File: src/pfd_pkg.sv
// Shared types and constants of the PPM frame decoder.
package pfd_pkg;

  localparam int CHANNELS_DEF = 8;

  localparam int STAMP_W = 16;
  localparam int WIDTH_W = 15;
  localparam int IDX_W   = 4;
  localparam int CFG_IDX_W  = 2;
  localparam int CFG_DATA_W = 16;

  localparam logic [STAMP_W-1:0] WRAP_RESET = 16'd40000;
  localparam logic [STAMP_W-1:0] SYNC_RESET = 16'd8000;
  localparam logic [WIDTH_W-1:0] MIN_RESET  = 15'd900;
  localparam logic [WIDTH_W-1:0] MAX_RESET  = 15'd2100;

  typedef enum logic [CFG_IDX_W-1:0] {
    CFG_WRAP_PERIOD = 2'd0,
    CFG_SYNC_GAP    = 2'd1,
    CFG_MIN_WIDTH   = 2'd2,
    CFG_MAX_WIDTH   = 2'd3
  } cfg_reg_t;

  typedef enum logic {
    REQ_CAPTURE = 1'b0,
    REQ_READ    = 1'b1
  } req_t;

  // Per-item info handed from the issue stage to the result stage
  typedef struct packed {
    logic is_read;
    logic rd_zero;
    logic ready_before;
  } issue_t;

endpackage

File: src/pfd_ram.sv
// Generic single-write, single-read RAM with registered read data.
module pfd_ram #(
  parameter int WIDTH = 16,
  parameter int DEPTH = 8,
  parameter int AW    = 3
) (
  input  logic             clk,
  input  logic             we,
  input  logic [AW-1:0]    waddr,
  input  logic [WIDTH-1:0] wdata,
  input  logic             re,
  input  logic [AW-1:0]    raddr,
  output logic [WIDTH-1:0] rdata
);

  logic [WIDTH-1:0] mem [DEPTH];
  logic [WIDTH-1:0] rdata_r;

  always_ff @(posedge clk) begin
    if (we) begin
      mem[waddr] <= wdata;
    end
    if (re) begin
      rdata_r <= mem[raddr];
    end
  end

  assign rdata = rdata_r;

endmodule

File: src/pfd_capture.sv
// Issue stage: interval from timestamps, slot counter, frame flag and store access.
module pfd_capture import pfd_pkg::*; #(
  parameter int CHANNELS = CHANNELS_DEF,
  parameter int AW       = 3,
  parameter int SW       = 4
) (
  input  logic               clk,
  input  logic               rst_n,
  input  logic               accept,
  input  logic               req_type,
  input  logic [STAMP_W-1:0] capture_time,
  input  logic [IDX_W-1:0]   channel_index,
  input  logic [STAMP_W-1:0] wrap_period,
  input  logic [STAMP_W-1:0] sync_gap,
  output logic               ram_we,
  output logic [AW-1:0]      ram_waddr,
  output logic [STAMP_W-1:0] ram_wdata,
  output logic               ram_re,
  output logic [AW-1:0]      ram_raddr,
  output issue_t             issue
);

  localparam logic [SW-1:0] SLOT_FULL = SW'(CHANNELS);
  localparam logic [IDX_W:0] IDX_LIMIT = (IDX_W+1)'(CHANNELS);

  logic [STAMP_W-1:0]  prev_time_r, prev_time_nxt;
  logic [SW-1:0]       slot_r, slot_nxt;
  logic                ready_r, ready_nxt;
  logic [CHANNELS-1:0] written_r, written_nxt;

  logic [STAMP_W-1:0] interval;
  logic               is_capture;
  logic               is_sync;
  logic               slot_free;
  logic               idx_in_range;
  logic [AW-1:0]      rd_addr;

  assign is_capture   = (req_type == REQ_CAPTURE);
  assign interval     = (capture_time < prev_time_r)
                        ? (capture_time + wrap_period - prev_time_r)
                        : (capture_time - prev_time_r);
  assign is_sync      = (interval > sync_gap);
  assign slot_free    = (slot_r < SLOT_FULL);
  assign idx_in_range = ({1'b0, channel_index} < IDX_LIMIT);
  assign rd_addr      = AW'(channel_index);

  assign ram_we    = accept && is_capture && !is_sync && slot_free;
  assign ram_waddr = AW'(slot_r);
  assign ram_wdata = interval;
  assign ram_re    = accept && !is_capture && idx_in_range;
  assign ram_raddr = rd_addr;

  // Entries never written since reset read as zero
  assign issue.is_read      = !is_capture;
  assign issue.rd_zero      = !idx_in_range || !written_r[rd_addr];
  assign issue.ready_before = ready_r;

  always_comb begin
    prev_time_nxt = prev_time_r;
    slot_nxt      = slot_r;
    ready_nxt     = ready_r;
    written_nxt   = written_r;
    if (accept) begin
      if (is_capture) begin
        prev_time_nxt = capture_time;
        if (is_sync) begin
          slot_nxt = '0;
        end else if (slot_free) begin
          slot_nxt = slot_r + 1'b1;
          written_nxt[ram_waddr] = 1'b1;
          if (slot_nxt >= SLOT_FULL) begin
            ready_nxt = 1'b1;
          end
        end
      end else begin
        ready_nxt = 1'b0;
      end
    end
  end

  always_ff @(posedge clk) begin
    if (!rst_n) begin
      prev_time_r <= '0;
      slot_r      <= '0;
      ready_r     <= 1'b0;
      written_r   <= '0;
    end else begin
      prev_time_r <= prev_time_nxt;
      slot_r      <= slot_nxt;
      ready_r     <= ready_nxt;
      written_r   <= written_nxt;
    end
  end

endmodule

File: src/pfd_out.sv
// Result stage: clamp of the stored width and the output register.
module pfd_out import pfd_pkg::*; (
  input  logic               clk,
  input  logic               rst_n,
  input  logic               accept,
  input  issue_t             issue,
  input  logic [STAMP_W-1:0] ram_rdata,
  input  logic [WIDTH_W-1:0] min_width,
  input  logic [WIDTH_W-1:0] max_width,
  output logic               stage_ready,
  output logic               out_valid,
  input  logic               out_ready,
  output logic [WIDTH_W-1:0] out_width,
  output logic               out_frame_ready
);

  logic               s1_valid_r, s1_valid_nxt;
  issue_t             s1_info_r;
  logic               out_valid_r, out_valid_nxt;
  logic [WIDTH_W-1:0] out_width_r;
  logic               out_frame_r;

  logic               s1_adv;
  logic [WIDTH_W-1:0] halved;
  logic [WIDTH_W-1:0] clamped;

  assign s1_adv      = s1_valid_r && (!out_valid_r || out_ready);
  assign stage_ready = !s1_valid_r || !out_valid_r || out_ready;

  // Store holds ticks at twice the resolution of microseconds
  assign halved = s1_info_r.rd_zero ? '0 : ram_rdata[STAMP_W-1:1];

  always_comb begin
    if (!s1_info_r.is_read) begin
      clamped = '0;
    end else if (halved < min_width) begin
      clamped = min_width;
    end else if (halved > max_width) begin
      clamped = max_width;
    end else begin
      clamped = halved;
    end
  end

  always_comb begin
    s1_valid_nxt = s1_valid_r;
    if (accept) begin
      s1_valid_nxt = 1'b1;
    end else if (s1_adv) begin
      s1_valid_nxt = 1'b0;
    end
    out_valid_nxt = out_valid_r;
    if (s1_adv) begin
      out_valid_nxt = 1'b1;
    end else if (out_ready) begin
      out_valid_nxt = 1'b0;
    end
  end

  always_ff @(posedge clk) begin
    if (!rst_n) begin
      s1_valid_r  <= 1'b0;
      out_valid_r <= 1'b0;
    end else begin
      s1_valid_r  <= s1_valid_nxt;
      out_valid_r <= out_valid_nxt;
    end
  end

  always_ff @(posedge clk) begin
    if (accept) begin
      s1_info_r <= issue;
    end
    if (s1_adv) begin
      out_width_r <= clamped;
      out_frame_r <= s1_info_r.ready_before;
    end
  end

  assign out_valid       = out_valid_r;
  assign out_width       = out_width_r;
  assign out_frame_ready = out_frame_r;

endmodule

File: src/ppm_frame_decoder_core.sv
// Top level of the PPM frame decoder: configuration registers and stage wiring.
//
// Decodes an RC PPM pulse train. A capture item (req_type 0) carries a timer
// stamp; the interval to the previous stamp, corrected for the timer wrap,
// either restarts the frame (above the sync gap) or fills the next channel
// slot, and the frame-ready flag rises once all CHANNELS slots are filled.
// A read item (req_type 1) returns the stored width of one channel halved
// and clamped to [min, max], and clears the flag. Every item gives one
// result; frame_ready shows the flag as it was before that item. The block
// accepts one item per clock unless a stalled output fills both stages; a
// result passes through the channel store's registered read and then the
// output register. The store is usable right after reset (per-slot written
// bits). Configuration writes are always accepted and must only be made
// while no item is in flight.
module ppm_frame_decoder_core import pfd_pkg::*; #(
  parameter int CHANNELS = CHANNELS_DEF
) (
  input  logic                  clk,
  input  logic                  rst_n,
  input  logic                  in_valid,
  output logic                  in_ready,
  input  logic                  in_req_type,
  input  logic [STAMP_W-1:0]    in_capture_time,
  input  logic [IDX_W-1:0]      in_channel_index,
  output logic                  out_valid,
  input  logic                  out_ready,
  output logic [WIDTH_W-1:0]    out_channel_width_us,
  output logic                  out_frame_ready,
  input  logic                  cfg_valid,
  output logic                  cfg_ready,
  input  logic [CFG_IDX_W-1:0]  cfg_index,
  input  logic [CFG_DATA_W-1:0] cfg_data
);

  localparam int AW = (CHANNELS > 1) ? $clog2(CHANNELS) : 1;
  localparam int SW = $clog2(CHANNELS + 1);

  logic [STAMP_W-1:0] wrap_r, wrap_nxt;
  logic [STAMP_W-1:0] sync_r, sync_nxt;
  logic [WIDTH_W-1:0] min_r, min_nxt;
  logic [WIDTH_W-1:0] max_r, max_nxt;

  logic               accept;
  logic               stage_ready;
  logic               ram_we;
  logic [AW-1:0]      ram_waddr;
  logic [STAMP_W-1:0] ram_wdata;
  logic               ram_re;
  logic [AW-1:0]      ram_raddr;
  logic [STAMP_W-1:0] ram_rdata;
  issue_t             issue;

  assign cfg_ready = 1'b1;
  assign in_ready  = stage_ready;
  assign accept    = in_valid && stage_ready;

  always_comb begin
    wrap_nxt = wrap_r;
    sync_nxt = sync_r;
    min_nxt  = min_r;
    max_nxt  = max_r;
    if (cfg_valid) begin
      case (cfg_reg_t'(cfg_index))
        CFG_WRAP_PERIOD: wrap_nxt = cfg_data;
        CFG_SYNC_GAP:    sync_nxt = cfg_data;
        CFG_MIN_WIDTH:   min_nxt  = cfg_data[WIDTH_W-1:0];
        CFG_MAX_WIDTH:   max_nxt  = cfg_data[WIDTH_W-1:0];
        default: ;
      endcase
    end
  end

  always_ff @(posedge clk) begin
    if (!rst_n) begin
      wrap_r <= WRAP_RESET;
      sync_r <= SYNC_RESET;
      min_r  <= MIN_RESET;
      max_r  <= MAX_RESET;
    end else begin
      wrap_r <= wrap_nxt;
      sync_r <= sync_nxt;
      min_r  <= min_nxt;
      max_r  <= max_nxt;
    end
  end

  pfd_capture #(
    .CHANNELS (CHANNELS),
    .AW       (AW),
    .SW       (SW)
  ) u_capture (
    .clk           (clk),
    .rst_n         (rst_n),
    .accept        (accept),
    .req_type      (in_req_type),
    .capture_time  (in_capture_time),
    .channel_index (in_channel_index),
    .wrap_period   (wrap_r),
    .sync_gap      (sync_r),
    .ram_we        (ram_we),
    .ram_waddr     (ram_waddr),
    .ram_wdata     (ram_wdata),
    .ram_re        (ram_re),
    .ram_raddr     (ram_raddr),
    .issue         (issue)
  );

  pfd_ram #(
    .WIDTH (STAMP_W),
    .DEPTH (CHANNELS),
    .AW    (AW)
  ) u_store (
    .clk   (clk),
    .we    (ram_we),
    .waddr (ram_waddr),
    .wdata (ram_wdata),
    .re    (ram_re),
    .raddr (ram_raddr),
    .rdata (ram_rdata)
  );

  pfd_out u_out (
    .clk             (clk),
    .rst_n           (rst_n),
    .accept          (accept),
    .issue           (issue),
    .ram_rdata       (ram_rdata),
    .min_width       (min_r),
    .max_width       (max_r),
    .stage_ready     (stage_ready),
    .out_valid       (out_valid),
    .out_ready       (out_ready),
    .out_width       (out_channel_width_us),
    .out_frame_ready (out_frame_ready)
  );

endmodule

File: config.mk
export PLATFORM = sky130hd
export DESIGN_NAME = ppm_frame_decoder_core
export DESIGN_NICKNAME = d
export VERILOG_FILES = /design/src/pfd_pkg.sv /design/src/pfd_ram.sv /design/src/pfd_capture.sv /design/src/pfd_out.sv /design/src/ppm_frame_decoder_core.sv
export SDC_FILE = /design/constraint.sdc
export NUM_CORES = 1
export LEC_CHECK = 0
export CAP_MARGIN = 20
export CORE_MARGIN = 8
export CORE_UTILIZATION = 30
export DETAILED_ROUTE_END_ITERATION = 10
export DONT_BUFFER_PORTS = 1
export GPL_ROUTABILITY_DRIVEN = 0
export GPL_TIMING_DRIVEN = 0
export PLACE_DENSITY = 0.44
export SYNTH_ARGS = -nofsm -noshare
export SYNTH_HDL_FRONTEND = slang
export SYNTH_SLANG_ARGS = --single-unit
File: constraint.sdc
create_clock -name clk -period 6.11 [get_ports clk]
set_clock_uncertainty 0.05 [all_clocks]
set_input_delay 0.611 -clock clk [delete_from_list [all_inputs] [get_ports clk]]
set_output_delay 0.611 -clock clk [all_outputs]
set_load 0.01 [all_outputs]
# After elaboration in Yosys (flattened, before gate mapping)
# Memory sizes are Yosys's and may differ from the RTL's. A register that Yosys moved wholly into a read port is not among the register bits.
# Cells that the tools add are included.
# totals
output_inout_bits	19
ram_bits	128
regBits	112
wordCells	88
n_memories	1
in_bits	44
# memory_table
name	words	width	read_ports	rd_ports_with_merged_regs	write_ports	line	rtl
u_store.mem	8	16	1	1	1	pfd_ram.sv:16	logic [WIDTH-1:0] mem [DEPTH];
# classes
n_bitwise	3
add_sub_neg	4
n_lt_le_gt_ge	10
reduce_logical	31
muxes	20
eq_ne	4
# ops
op	n
2-to-1 mux 15 bit	3
subtractor 16 bit	2
adder 16 bit	1
greater-than comparator 16 bit	1
less-than comparator 16 bit	1
2-to-1 mux 16 bit	1
greater-than comparator 15 bit	1
less-than comparator 15 bit	1
2-to-1 mux 1 bit	12
AND reduction 2 bit	5
nonzero test 2 bit	5
logical AND 1 bit	8
less-than comparator 3 x 4 -> 1 bit, second input constant	2
less-than comparator 4 bit, second input constant	2
2-to-1 mux 4 bit	2
OR 8 bit	1
AND reduction 4 bit	2
zero test 1 bit	5
adder 4 x 1 -> 4 bit, second input constant	1
equality test 2 bit, second input constant	2
>= comparator 4 bit, second input constant	1
logical OR 1 bit	4
binary-select mux 1 bit (select 3 bit)	1
demux 1 bit (select 3 bit)	1
other kinds (6)	7

# Depth between registers and ports, before layout
# Gate-level depths: netlist of the first run.
# depth
depth_word	9
ltp_mapped	21
ltp_nobuf	21

# Modules after synthesis
# Synthesis of the first run repeated with hierarchy kept, for this count alone.
# unflattened
hier_cells	1202
hier_area_um2	13967.1
# by_module_without_submodules
mod	cells_each	seq_area_each_um2	area_each_um2	instances
pfd_ram	214	4324.1	5454.0	1
pfd_capture	485	580.6	3721.1	1
ppm_frame_decoder_core	243	1241.2	2453.6	1
pfd_out	260	610.6	2338.5	1

# Least setup slack after synthesis of the first run
# No wires, ideal clock.
# synth_path
path_kind	input to register
startpoint	input port in_capture_time[1]
endpoint	memory u_store.mem[4][10], enable pin
path_buffers	0
t_arrival_ps	5242
required_time_ps	5652
path_stages	18
setup_slack_ps	409
setup_ps	408
path_cell_list	inv_1 > fa_1 > inv_1 > ha_1 > a211o_1 > a21oi_1 > a2111oi_2 > nor2_1 > o21ai_1 > xnor2_1 > o21ai_0 > ha_1 > a21o_1 > a21o_1 > a21oi_1 > and3_1 > a31oi_1 > nor3_1
# synth_via
elab_chain_len	9
word_cells_on_any_way	11
cone_classes	3 x add/sub; 2 x order compare; 3 x mux; 3 x reduce/logical
# synth_lines
element	line	rtl
start, declared	ppm_frame_decoder_core.sv:23	input logic [STAMP_W-1:0] in_capture_time,
adder 16 bit	pfd_capture.sv:40	? (capture_time + wrap_period - prev_time_r)
subtractor 16 bit	pfd_capture.sv:40	
2-to-1 mux 16 bit (*)	pfd_capture.sv:40	
via ram_wdata[13]	ppm_frame_decoder_core.sv:47	logic [STAMP_W-1:0] ram_wdata;
greater-than comparator 16 bit (*)	pfd_capture.sv:42	assign is_sync = (interval > sync_gap);
zero test 1 bit (*)	pfd_capture.sv:47	assign ram_we = accept && is_capture && !is_sync && slot_free;
logical AND 1 bit (*) (2 in series)	pfd_capture.sv:47	
2-to-1 mux 1 bit (*)	pfd_ram.sv:20	if (we) begin
2-to-1 mux 1 bit (not written as such) (*)	pfd_ram.sv:21	mem[waddr] <= wdata;
end, declared	pfd_ram.sv:16	
# The timed path passes the listed nets; every way through them passes the cells marked *.

# Final worst setup path of the first run
# layout_path
startpoint	register u_capture.prev_time_r[0]
endpoint	memory u_store.mem[2][5], enable pin
# layout_via
elab_chain_len	8
word_cells_on_any_way	10
cone_classes	2 x add/sub; 2 x order compare; 3 x mux; 3 x reduce/logical
# layout_lines
element	line	rtl
start, declared	pfd_capture.sv:26	logic [STAMP_W-1:0] prev_time_r, prev_time_nxt;
start signal, assigned	pfd_capture.sv:88	prev_time_r <= prev_time_nxt;
subtractor 16 bit (tied with other cells)	pfd_capture.sv:41	: (capture_time - prev_time_r);
2-to-1 mux 16 bit (*)	pfd_capture.sv:40	
via ram_wdata[11]	ppm_frame_decoder_core.sv:47	
greater-than comparator 16 bit (*)	pfd_capture.sv:42	
zero test 1 bit (*)	pfd_capture.sv:47	
logical AND 1 bit (*) (2 in series)	pfd_capture.sv:47	
2-to-1 mux 1 bit (*)	pfd_ram.sv:20	
2-to-1 mux 1 bit (not written as such) (*)	pfd_ram.sv:21	
# Marks and branches as above.

==> results of run 1 <==
## metal layers
layer / global-route usage (%) / vias up / routed length (um)
met5: 0 / - / 0
met4: 4.34 / 0 / 882
met3: 2.42 / 40 / 1670
met2: 22.9 / 136 / 15400
met1: 18.3 / 3891 / 15400
li1: - / 4102 / -
## cell usage in the layout (no fill, tap or decap), types with 6 or more instances in the layout
cell       netlist  routed
o21a_1          13      13
nor3_1           7       6
o211ai_1        22      22
fa_1            16      16
inv_1          132     132
xor2_1          13      13
a31oi_1          8       8
a21o_1          18      18
mux4_2          32      32
o21ai_0         44      42
clkbuf_1        32      42
nand2b_1         9       9
xnor2_1         15      14
nand3_1         10      10
clkbuf_16        0      29
buf_4            3       7
nor2_1          30      25
buf_2            5      10
ha_1            78      78
nor2b_1         21      21
edfxtp_1       154     154
nand2_1        166     166
and3_1           9       9
a21oi_1        110     107
mux2_2          15      15
nand4_1          8       8
dfxtp_1         93      93
mux2i_1         17      17
## cells by family (layout without fill, tap and decap cells)
group / Yosys count / count (layout)
simple gates: 282 / 282
flops: 247 / 247
compound gates: 242 / 242
buf+inv: 177 / 247
fa+ha+maj: 94 / 94
mux: 64 / 64
xor+xnor: 28 / 28
other cells: 1 / 1
## power by group
part | leakage (uW) | internal [uW] | switching, uW
combinational | 0.00270 | 245 | 421
sequential | 0.00216 | 1890 | 27.6
clock | 0.000423 | 909 | 672
## critical path, delay by kind of cell (launching register included)
kind                     cells  cell delay (ns)
adder cells (fa/ha/maj)      3             1.03
flip-flops                   1             0.37
buffers and inverters        4             0.72
AO/OA/AOI/OAI                7             2.43
AND/OR/NAND/NOR              3             0.86
## sequential cells by signal (all words and copies together) (netlist names)
signal,flops
max_r,15
u_out.s1_valid_r,1
u_capture.prev_time_r,16
u_out.out_frame_ready,1
sync_r,16
u_out.out_width,15
u_out.out_valid,1
wrap_r,16
u_out.s1_info_r,3
min_r,15
u_capture.written_r,8
u_store.rdata,15
u_capture.slot_r,4
u_capture.ready_r,1
u_store.mem,120
## metrics by stage
step / TNS, ns / power (uW) / instances / area, um^2
final: 0 / 4160 / 1744 / 14300
after detailed placement: -18.59 / 2620 / 1690 / 13400
after global routing: -3.20 / 4370 / 1744 / 14300
after global placement: -169.78 / 2600 / 1674 / 13200
after CTS: 0 / 4230 / 1742 / 14300
after floorplan: 0 / 2400 / 1135 / 12600
## what timing repair did
| action | CTS | global route |
|---|---|---|
| setup buffers | 0 | 2 |
| pin swaps | 0 | 1 |
| endpoints found under the setup margin | 44 | 86 |
| hold buffers | 0 | 0 |
| gates resized for setup | 2 | 4 |
## cell type report
| class | instances | area (um^2) |
|---|---|---|
| clock inverter | 10 | 57.6 |
| fill | 4214 | 27300 |
| sequential | 247 | 6490 |
| buffer | 44 | 190 |
| inverter | 133 | 499 |
| timing repair buffer | 18 | 175 |
| clock buffer | 42 | 805 |
| tap | 539 | 674 |
| multi-input combinational | 711 | 5460 |
## worst max-delay path by stage
| stage | endpoint | start | depth (start not counted) | slack (ns) |
|---|---|---|---|---|
| final | u_store.mem[2][5] | u_capture.prev_time_r[0] | 17 | 0.34 |
| after global routing | u_store.mem[3][4] | u_capture.prev_time_r[0] | 18 | -0.14 |
| after CTS | u_store.mem[7][7] | wrap_r[2] | 18 | 0.05 |
| after detailed placement | u_store.mem[7][2] | in_capture_time[0] | 19 | -0.38 |
| after global placement | u_store.mem[4][2] | in_capture_time[2] | 17 | -1.89 |
| after floorplan | u_store.mem[4][10] | in_capture_time[1] | 18 | 0.41 |
==> impl_metrics.env, run 1 <==
export IMPL_die_w_um=221
export IMPL_nets=1321
export IMPL_crit_path_max_fanout=10
export IMPL_io_buffers=0
export IMPL_cpMaxStageDelayCell="a21oi_1"
export IMPL_finalSetupViolations=0
export IMPL_reg2regPathDepth=17
export IMPL_syn_nets=1273
export IMPL_irDropWorstVdd_v=0.000172
export IMPL_rsz0062_at_grt="true"
export IMPL_min_period_over_period_pct=94.4
export IMPL_hold_ws_ns=0.108
export IMPL_synth_top_cell_by_area="edfxtp_1"
export IMPL_max_freq_mhz=173
export IMPL_drt_pass1_iter_count=4
export IMPL_antennaDiodeCount=0
export IMPL_fp_dieArea_um2=48700
export IMPL_overflow=0
export IMPL_reg2reg_to="u_store.mem[2][5]"
export IMPL_cts_buffer_depth=3
export IMPL_hold_path_cell_count=0
export IMPL_async_flop_share_pct=0
export IMPL_routed_via_density=4.68
export IMPL_rows=75
export IMPL_synthMuxAreaShare_pct=8.43
export IMPL_cts_tree="built"
export IMPL_status="completed"
export IMPL_synth_top_cells_by_count="nand2_1 (166), edfxtp_1 (154), inv_1 (132)"
export IMPL_postLayoutSetupSlackWorst_ns=0.342
export IMPL_required_ns=6.31
export IMPL_boundaryPins=63
export IMPL_p_leak_uw=0.00528
export IMPL_synthFlopType="edfxtp_1"
export IMPL_grt_max_degree=16
export IMPL_rr_startpoint="u_capture.prev_time_r[0]"
export IMPL_post_place_ws_ns=-0.380
export IMPL_antenna_found_initial=0
export IMPL_start_util_pct=30.2
export IMPL_drt_initial_drc_count=376
export IMPL_antenna_left=0
export IMPL_synth_top_family_by_area="compound AO/OA/AOI/OAI gates"
export IMPL_max_cap_viol_count=0
export IMPL_ys_ff_latch=247
export IMPL_yosys_area_share_simple_pct=10.3
export IMPL_powerDensity_nw_per_um2=290
export IMPL_hpwl_mm=26.0
export IMPL_synthCells=1135
export IMPL_post_route_drc_count=0
export IMPL_wl_per_cell_um=19.1
export IMPL_worstPathArrival_ns=5.97
export IMPL_vias=8169
export IMPL_tightestPinTransition_ns=1.03
export IMPL_yosysSeqAreaShare_pct=51.6
export IMPL_cts_sinks=247
export IMPL_drt_total_wl_mm=33.4
export IMPL_yosysUniqueCellTypes=65
export IMPL_htreeDepth=1
export IMPL_clk_latency_ns=0.55
export IMPL_cts_inserted_buffers=28
export IMPL_grt_pass1_vias=8306
export IMPL_critPathMaxStageDelay_ns=0.72
export IMPL_period_needed_ns=5.77
export IMPL_worstSetupPathType="register to register"
export IMPL_synth_warnings=0
export IMPL_startpoint_type="register"
export IMPL_synthToLayoutAreaGrowth_pct=14.1
export IMPL_synth_edf_count=154
export IMPL_relSlewSlack_pct=31.6
export IMPL_grt_pass1_wl_mm=50.7
export IMPL_clockRootBuffer="clkbuf_16"
export IMPL_min_path_type="input pin to register"
export IMPL_synth_area_top_cells="edfxtp_1 (37%), dfxtp_1 (15%), ha_1 (7.8%)"
export IMPL_min_from="in_req_type"
export IMPL_end_kind="register"
export IMPL_r2r_slack_ns=0.34
export IMPL_syn_area_um2=12600
export IMPL_utilization_pct=34.4
export IMPL_hold_end="u_out.s1_info_r[2]"
export IMPL_yosysTopAreaCellShare_pct=36.8
export IMPL_die_h_um=221
export IMPL_final_hold_violation_count=0
export IMPL_synthXorXnorAreaFrac_pct=1.95
export IMPL_yosysMostFrequentCell="nand2_1"
export IMPL_synth_compound_area_share_pct=11.9
export IMPL_syn_area_per_cell_um2=11.1
export IMPL_finalMaxSlewViolations=0
export IMPL_grt_usage_pct=13.9
export IMPL_core_area_um2=41700
export IMPL_synth_fa_ha_area_share_pct=10.3
export IMPL_clk_pin_slew_ns=0.06
export IMPL_layout_drive_gt1_share_pct=11.6
export IMPL_path_cells="ha_1, inv_1, fa_1, a211oi_1, o21ai_1, a31oi_1, o311ai_2, buf_4, buf_4, a21oi_1, ha_1, nand4_1, nor2_1, a2bb2oi_1, a31oi_1, nor2_2, buf_6"
No activity file was read; power rests on OpenSTA's default activity.
==> inputs of run 2 (changes only) <==
SYNTH_HIERARCHICAL = 1   (was not set)
clock period = 7.4 ns   (was 6.11 ns; I/O delays follow)
==> impl_metrics.env, run 2 <==
export IMPL_die_w_um=229
export IMPL_syn_area_per_cell_um2=11.5
export IMPL_grt_pass1_wl_mm=56.1
export IMPL_boundaryPins=63
export IMPL_power_uw=3660
export IMPL_reg2regPathDepth=21
export IMPL_final_common_cell="edfxtp_1"
export IMPL_nets=1363
export IMPL_drt_total_wl_mm=36.6
export IMPL_min_from="rst_n"
export IMPL_core_area_um2=45100
export IMPL_rsz0062_at_grt="false"
export IMPL_antennaDiodeCount=0
export IMPL_finalMaxSlewViolations=0
export IMPL_clk_pin_slew_ns=0.06
export IMPL_p_leak_uw=0.00596
export IMPL_utilization_pct=34.5
export IMPL_finalSetupViolations=0
export IMPL_post_cts_buffers=0
export IMPL_clockRootBuffer="clkbuf_16"
export IMPL_largest_reg_flops=120
export IMPL_synthCells=1189
export IMPL_die_h_um=229
export IMPL_syn_area_um2=13600
export IMPL_io_buffers=0
export IMPL_routed_via_density=4.79
export IMPL_grt_usage_pct=13.7
export IMPL_clk_latency_ns=0.57
export IMPL_fp_dieArea_um2=52500
export IMPL_postLayoutSetupSlackWorst_ns=0.903
export IMPL_cts_sinks=247
export IMPL_rows=78
export IMPL_tightestPinTransition_ns=0.972
export IMPL_startpoint_type="register"
export IMPL_period_needed_ns=6.50
export IMPL_hold_ws_ns=0.243
export IMPL_min_path_type="input pin to register"
export IMPL_end_kind="register"
export IMPL_max_cap_viol_count=0
export IMPL_start_util_pct=30.2
export IMPL_vias=8891
export IMPL_rr_startpoint="wrap_r[1]"
export IMPL_r2r_slack_ns=0.90
export IMPL_syn_nets=1318
export IMPL_drt_pass1_iter_count=4
export IMPL_post_place_ws_ns=0.320
export IMPL_drt_initial_drc_count=473
export IMPL_hold_path_cell_count=1
export IMPL_grt_max_degree=16
export IMPL_final_hold_violation_count=0
export IMPL_min_period_over_period_pct=87.8
export IMPL_wl_per_cell_um=19.7
export IMPL_antenna_left=0
export IMPL_powerDensity_nw_per_um2=235
export IMPL_cts_tree="built"
export IMPL_cts_resized=0
export IMPL_layout_drive_gt1_share_pct=13.3
export IMPL_htreeDepth=1
export IMPL_layout_common_cells="edfxtp_1 (154), nand2_1 (139), inv_1 (133)"
export IMPL_synthToLayoutAreaGrowth_pct=14.1
export IMPL_reg2reg_to="u_store/mem[0][9]"
export IMPL_dpl_cell_area_um2=14600
export IMPL_max_freq_mhz=154
export IMPL_worstPathArrival_ns=6.72
export IMPL_status="completed"
export IMPL_postCtsHoldBufs=0
export IMPL_grt_pass1_vias=9118
export IMPL_antenna_found_initial=0
export IMPL_post_route_drc_count=0
export IMPL_fill_cells=4522
export IMPL_irDropWorstVdd_v=0.000200
export IMPL_hpwl_mm=28.2
export IMPL_hold_end="u_out/out_valid"
export IMPL_overflow=0
export IMPL_cts_inserted_buffers=29
export IMPL_regMostFlops="u_store/mem"
export IMPL_crit_path_max_fanout=9
export IMPL_cts_buffer_depth=3
export IMPL_relSlewSlack_pct=33.3
export IMPL_synth_warnings=6
export IMPL_stdcell_area_um2=15600
export IMPL_required_ns=7.62
export IMPL_worstSetupPathType="register to register"
==> run 2: changes by cell type in the layout (fill, tap and decap cells not counted), sizes merged, moves of 17 or more <==
cell,change
a21oi,-73
buf,+32
clkbuf,-23
mux2i,+49
nand2,-27
nor2b,+28
o31ai,+17
==> run 2: routing by layer <==
metal  GRT usage (%)  wire [um]  share of wire [%]  vias up
li1                -          -                  -     4390
met1            18.8      17800                 48     4300
met2            22.1      16500                 45      146
met3            2.27       1370                3.7       55
met4            3.95        984                2.7        0
met5               0          0                  0        -
==> run 2: power breakdown <==
group | total, uW | switching (uW) | internal (uW)
registers | 1600 | 28.3 | 1570
clock network | 1480 | 584 | 897
logic | 585 | 363 | 222
==> run 2: through the flow <==
stage / std cells / setup TNS [ns]
after global routing: 1857 / 0
after global placement: 1789 / -28.98
after detailed placement: 1803 / 0
final: 1857 / 0
after floorplan: 1189 / 0
after CTS: 1857 / 0
==> run 2: critical path: stages, from the launching register on <==
cell and delay [ns]:
dfxtp_1 0.33, inv_1 0.07, fa_1 0.57, inv_1 0.06, ha_1 0.29, a211oi_1 0.09
o21a_1 0.24, a2111oi_0 0.55, nor3_1 0.12, xnor2_1 0.18, mux2i_1 0.10, xnor2_1 0.72
ha_1 0.25, and3_1 0.18, nand3_1 0.12, or4_1 0.48, o21ai_1 0.32, and2_1 0.21
buf_4 0.16, nand2b_1 0.17, nor3_2 0.70, buf_8 0.23
==> run 2: worst max path at each step <==
stage	from	to	slack, ns	cells after the start
floorplan	in_capture_time[5]	u_store/mem[0][10]	1.44	20
global placement	in_capture_time[1]	u_store/mem[0][6]	-0.88	20
detailed placement	in_capture_time[1]	u_store/mem[0][9]	0.32	21
CTS	wrap_r[1]	u_store/mem[0][9]	0.69	21
global route	wrap_r[1]	u_store/mem[0][9]	0.17	21
finish	wrap_r[1]	u_store/mem[0][9]	0.90	21
==> run 2: layout make-up <==
| cell class | count | area, um^2 | share of cell area, % |
|---|---|---|---|
| Sequential cell | 247 | 6490 | 41.7 |
| Multi-Input combinational cell | 745 | 6280 | 40.4 |
| Tap cell | 600 | 751 | 4.83 |
| Clock buffer | 35 | 748 | 4.81 |
| Inverter | 133 | 499 | 3.21 |
| Buffer | 64 | 399 | 2.57 |
| Clock inverter | 19 | 240 | 1.54 |
| Timing Repair Buffer | 14 | 151 | 0.973 |
